<file path="src/rtl/yuvds_ram.sv">
`timescale 1ns / 1ps
// generic single-clock ram, one write port and one registered read port
// no dependencies

module yuvds_ram #(
    parameter int WIDTH = 8,
    parameter int DEPTH = 16
) (
    input  logic                     aclk,
    input  logic                     we,
    input  logic [$clog2(DEPTH)-1:0] waddr,
    input  logic [WIDTH-1:0]         wdata,
    input  logic                     re,
    input  logic [$clog2(DEPTH)-1:0] raddr,
    output logic [WIDTH-1:0]         rdata
);

    logic [WIDTH-1:0] mem [DEPTH];
    logic [WIDTH-1:0] rdata_reg;

    always_ff @(posedge aclk) begin
        if (we) begin
            mem[waddr] <= wdata;
        end
        if (re) begin
            rdata_reg <= mem[raddr];
        end
    end

    assign rdata = rdata_reg;

endmodule
</file>
<file path="config.mk">
export PLATFORM = sky130hd
export DESIGN_NAME = yuvds_ram
export DESIGN_NICKNAME = d
export VERILOG_FILES = /design/src/rtl/yuvds_ram.sv
export SDC_FILE = /design/constraint.sdc
export NUM_CORES = 1
export LEC_CHECK = 0
export BUFFER_PORTS_ARGS = -buffer_cell sky130_fd_sc_hd__buf_2
export CAP_MARGIN = 20
export CORE_MARGIN = 2
export CORE_UTILIZATION = 60
export CTS_BUF_LIST = sky130_fd_sc_hd__clkbuf_8 sky130_fd_sc_hd__clkbuf_16
export CTS_CLUSTER_DIAMETER = 200
export CTS_CLUSTER_SIZE = 16
export DETAILED_ROUTE_END_ITERATION = 7
export HOLD_SLACK_MARGIN = 0.12
export PLACE_DENSITY = 0.78
export SLEW_MARGIN = 30
export SYNTH_ARGS = -nofsm -noshare
export SYNTH_HDL_FRONTEND = slang
export SYNTH_SLANG_ARGS = --single-unit
export TNS_END_PERCENT = 100
</file>
<file path="constraint.sdc">
create_clock -name aclk -period 2.22 [get_ports aclk]
set_input_delay 0.222 -clock aclk [delete_from_list [all_inputs] [get_ports aclk]]
set_output_delay 0.222 -clock aclk [all_outputs]
set_load 0.02 [all_outputs]
</file>
==> impl_metrics.tcl <==
set metrics [dict create \
    outcome "complete, no violations" \
    std_cell_rows 34 \
    drt_iter0_drc 291 \
    peakVddDrop_mv 0.748 \
    cts.htree.levels 4 \
    place_inst 374 \
    crit_type "flop to flop" \
    root_buffer "clkbuf_8" \
    clkLatencyLatePin_ns 0.51 \
    area_delta_synth_final_pct 19.8 \
    fin_cells 414 \
    vias 2500 \
    yosys_register_bits 136 \
    cap_violations 0 \
    power_frac_clock 0.467 \
    p_leak_uw 0.00215 \
    groute.usage.overall 0.231 \
    antenna_found_initial 0 \
    cts_tree "built" \
    cp_num_buf_inv 0 \
    tns_ns 0 \
    seq_power_share 0.486 \
    drc 0 \
    drv_slew 0 \
    max_slew.worst_pin.slew_ns 0.786 \
    drt_pass1_iterations 4 \
    grt_pass1_wl_mm 15.4 \
    cts.sinks 136 \
    synth_warnings 0 \
    cp-end-kind "flop" \
    fin_crit_ns 1.55 \
    syn_area_sq_mm 0.00523 \
    hold_violations 0 \
    p_per_area_mw_per_mm2 956 \
    r2r_setup_slack_ns 0.67 \
    start_util 0.608 \
    chipHeight_um 97.3 \
    core_sq_mm 0.00859 \
    cp.arrival_ns 1.80 \
    required_ns 2.47 \
    p_int_uw 4820 \
    grt_overflow_total 0 \
    viasPerCell 6.04 \
    die_w_um 97.3 \
    dpl.hpwl_mm 5.88 \
    post_cts.repair.setup_buffers 0 \
    fin_nets 313 \
    ctsHoldBuffers 9 \
    rsz0062_at_grt "false" \
    grt_max_degree 22 \
    gp_congestion 0.768 \
    relSlewSlack 0.475 \
    num_antenna_cells 0 \
    largest_reg_flops 128 \
    syn-num-nets 248 \
    yosysUniqueCellTypes 18 \
    post_drt_wl_per_cell_um 23.6 \
    swShare 0.195 \
    finalCoreUtilization 0.729 \
    cts_made_buffers 17 \
    drive_gt1_frac 0.310 \
    ant_nets 0 \
    slowest_delay_ns 0.51 \
    crit_path_cell_trace "mux4_1 -> a22oi_1 -> nand2_1" \
    critPathMaxFanout 1 \
    port_buffers 26 \
    yosysSeqAreaShare 0.781 \
    hold_path_class "primary input to flop" \
    avgSynthCellArea_sq_um 22.8 \
    path_delay_family "multiplexers" \
    p_sw_uw 1170 \
    finalSetupViolCount 0 \
    slowest_stage "mux4_1" \
    grt_pass1_vias 2571 \
    syn_inst 229 \
    finalClockSkew_ns 0.00920 \
    finalCritPeriodShare 0.698 \
    pin_count 27 \
    cp-start-kind "flop" \
    clockBufferDepth 2 \
    wirelength_mm 9.76 \
    clkTransAtPathRegs_ns 0.06 \
    dieArea_sq_mm 0.00948 \
    fmax_ghz 0.645 \
    power_frac_comb 0.048 \
    cts-resized-gates 0 \
]
power groups by stage:
stage	clock, uW	sequential, uW	combinational, uW
3_5_place_dp	0	2960	273
6_report	2790	2910	285
4_1_cts	2830	2910	289
5_1_grt	2950	2910	308
3_3_place_gp	0	2960	267
2_1_floorplan	0	2970	146
area by class of cell:
type	instances	area, sq um
sequential	136	4080
fill	501	2330
multi-input combinational	83	1060
clock buffer	17	414
timing repair buffer	56	390
clock inverter	14	183
tap	108	135
cell usage after synthesis:
library cell / count / area share
a22oi_1: 16 / 0.023
and2_1: 1 / 0.0012
and2b_1: 1 / 0.0014
buf_2: 3 / 0.0029
buf_4: 1 / 0.0014
buf_6: 3 / 0.0065
clkdlybuf4s25_2: 3 / 0.0057
edfxtp_1: 136 / 0.78
mux4_1: 14 / 0.070
mux4_2: 18 / 0.078
nand2_1: 9 / 0.0065
nand2b_1: 2 / 0.0024
nand3_1: 1 / 0.00096
nand3b_1: 2 / 0.0029
nor2_1: 13 / 0.0093
nor2b_1: 1 / 0.0012
nor3_1: 4 / 0.0038
or3b_2: 1 / 0.0017
cells by family after synthesis:
group / share of synthesized area
AO/OA/AOI/OAI: 0.0230
buffers and inverters: 0.0165
flip-flops: 0.781
multiplexers: 0.148
AND/OR/NAND/NOR: 0.0314
through the flow:
step | setup slack, ns | total power [uW] | instance area, sq um | hold slack, ns
2_1_floorplan | 0.505 | 3120 | 5230 | 0.321
3_3_place_gp | 0.372 | 3230 | 5580 | 0.606
3_5_place_dp | 0.348 | 3240 | 5580 | 0.612
4_1_cts | 0.692 | 6030 | 6260 | 0.240
5_1_grt | 0.607 | 6180 | 6260 | 0.256
6_report | 0.670 | 5990 | 6260 | 0.264
routing by layer:
metal / vias to the layer above / global-route usage / share of wire
met5: - / 0 / 0
met1: 1269 / 0.335 / 0.40
li1: 1113 / - / -
met3: 4 / 0.0719 / 0.091
met4: 0 / 0.0716 / 0.0043
met2: 114 / 0.347 / 0.51
tightest hold or removal path, cell delays in order:
cell,delay (ns)
buf_2,0.14
nor3_1,0.07
buf_4,0.17
worst paths after layout:
kind / start / cells past startpoint / end
setup / recovery: mem[8][4] / 3 / rdata[4]
setup reg to reg: mem[8][4] / 3 / rdata[4]
hold reg to reg: mem[8][5] / 3 / rdata[5]
hold / removal: waddr[0] / 3 / mem[12][5]
placed cells by master (no fill, tap or decap), drive strengths merged:
cell type    instances
a22oi               16
and2                 1
and2b                1
buf                 47
bufinv               4
clkbuf              17
clkinv               5
clkinvlp             3
dlygate4sd3          9
edfxtp             136
inv                  2
mux4                32
nand2                9
nand2b               2
nand3                1
nand3b               2
nor2                13
nor2b                1
nor3                 4
or3b                 1
No activity file was read; power rests on OpenSTA's default activity.
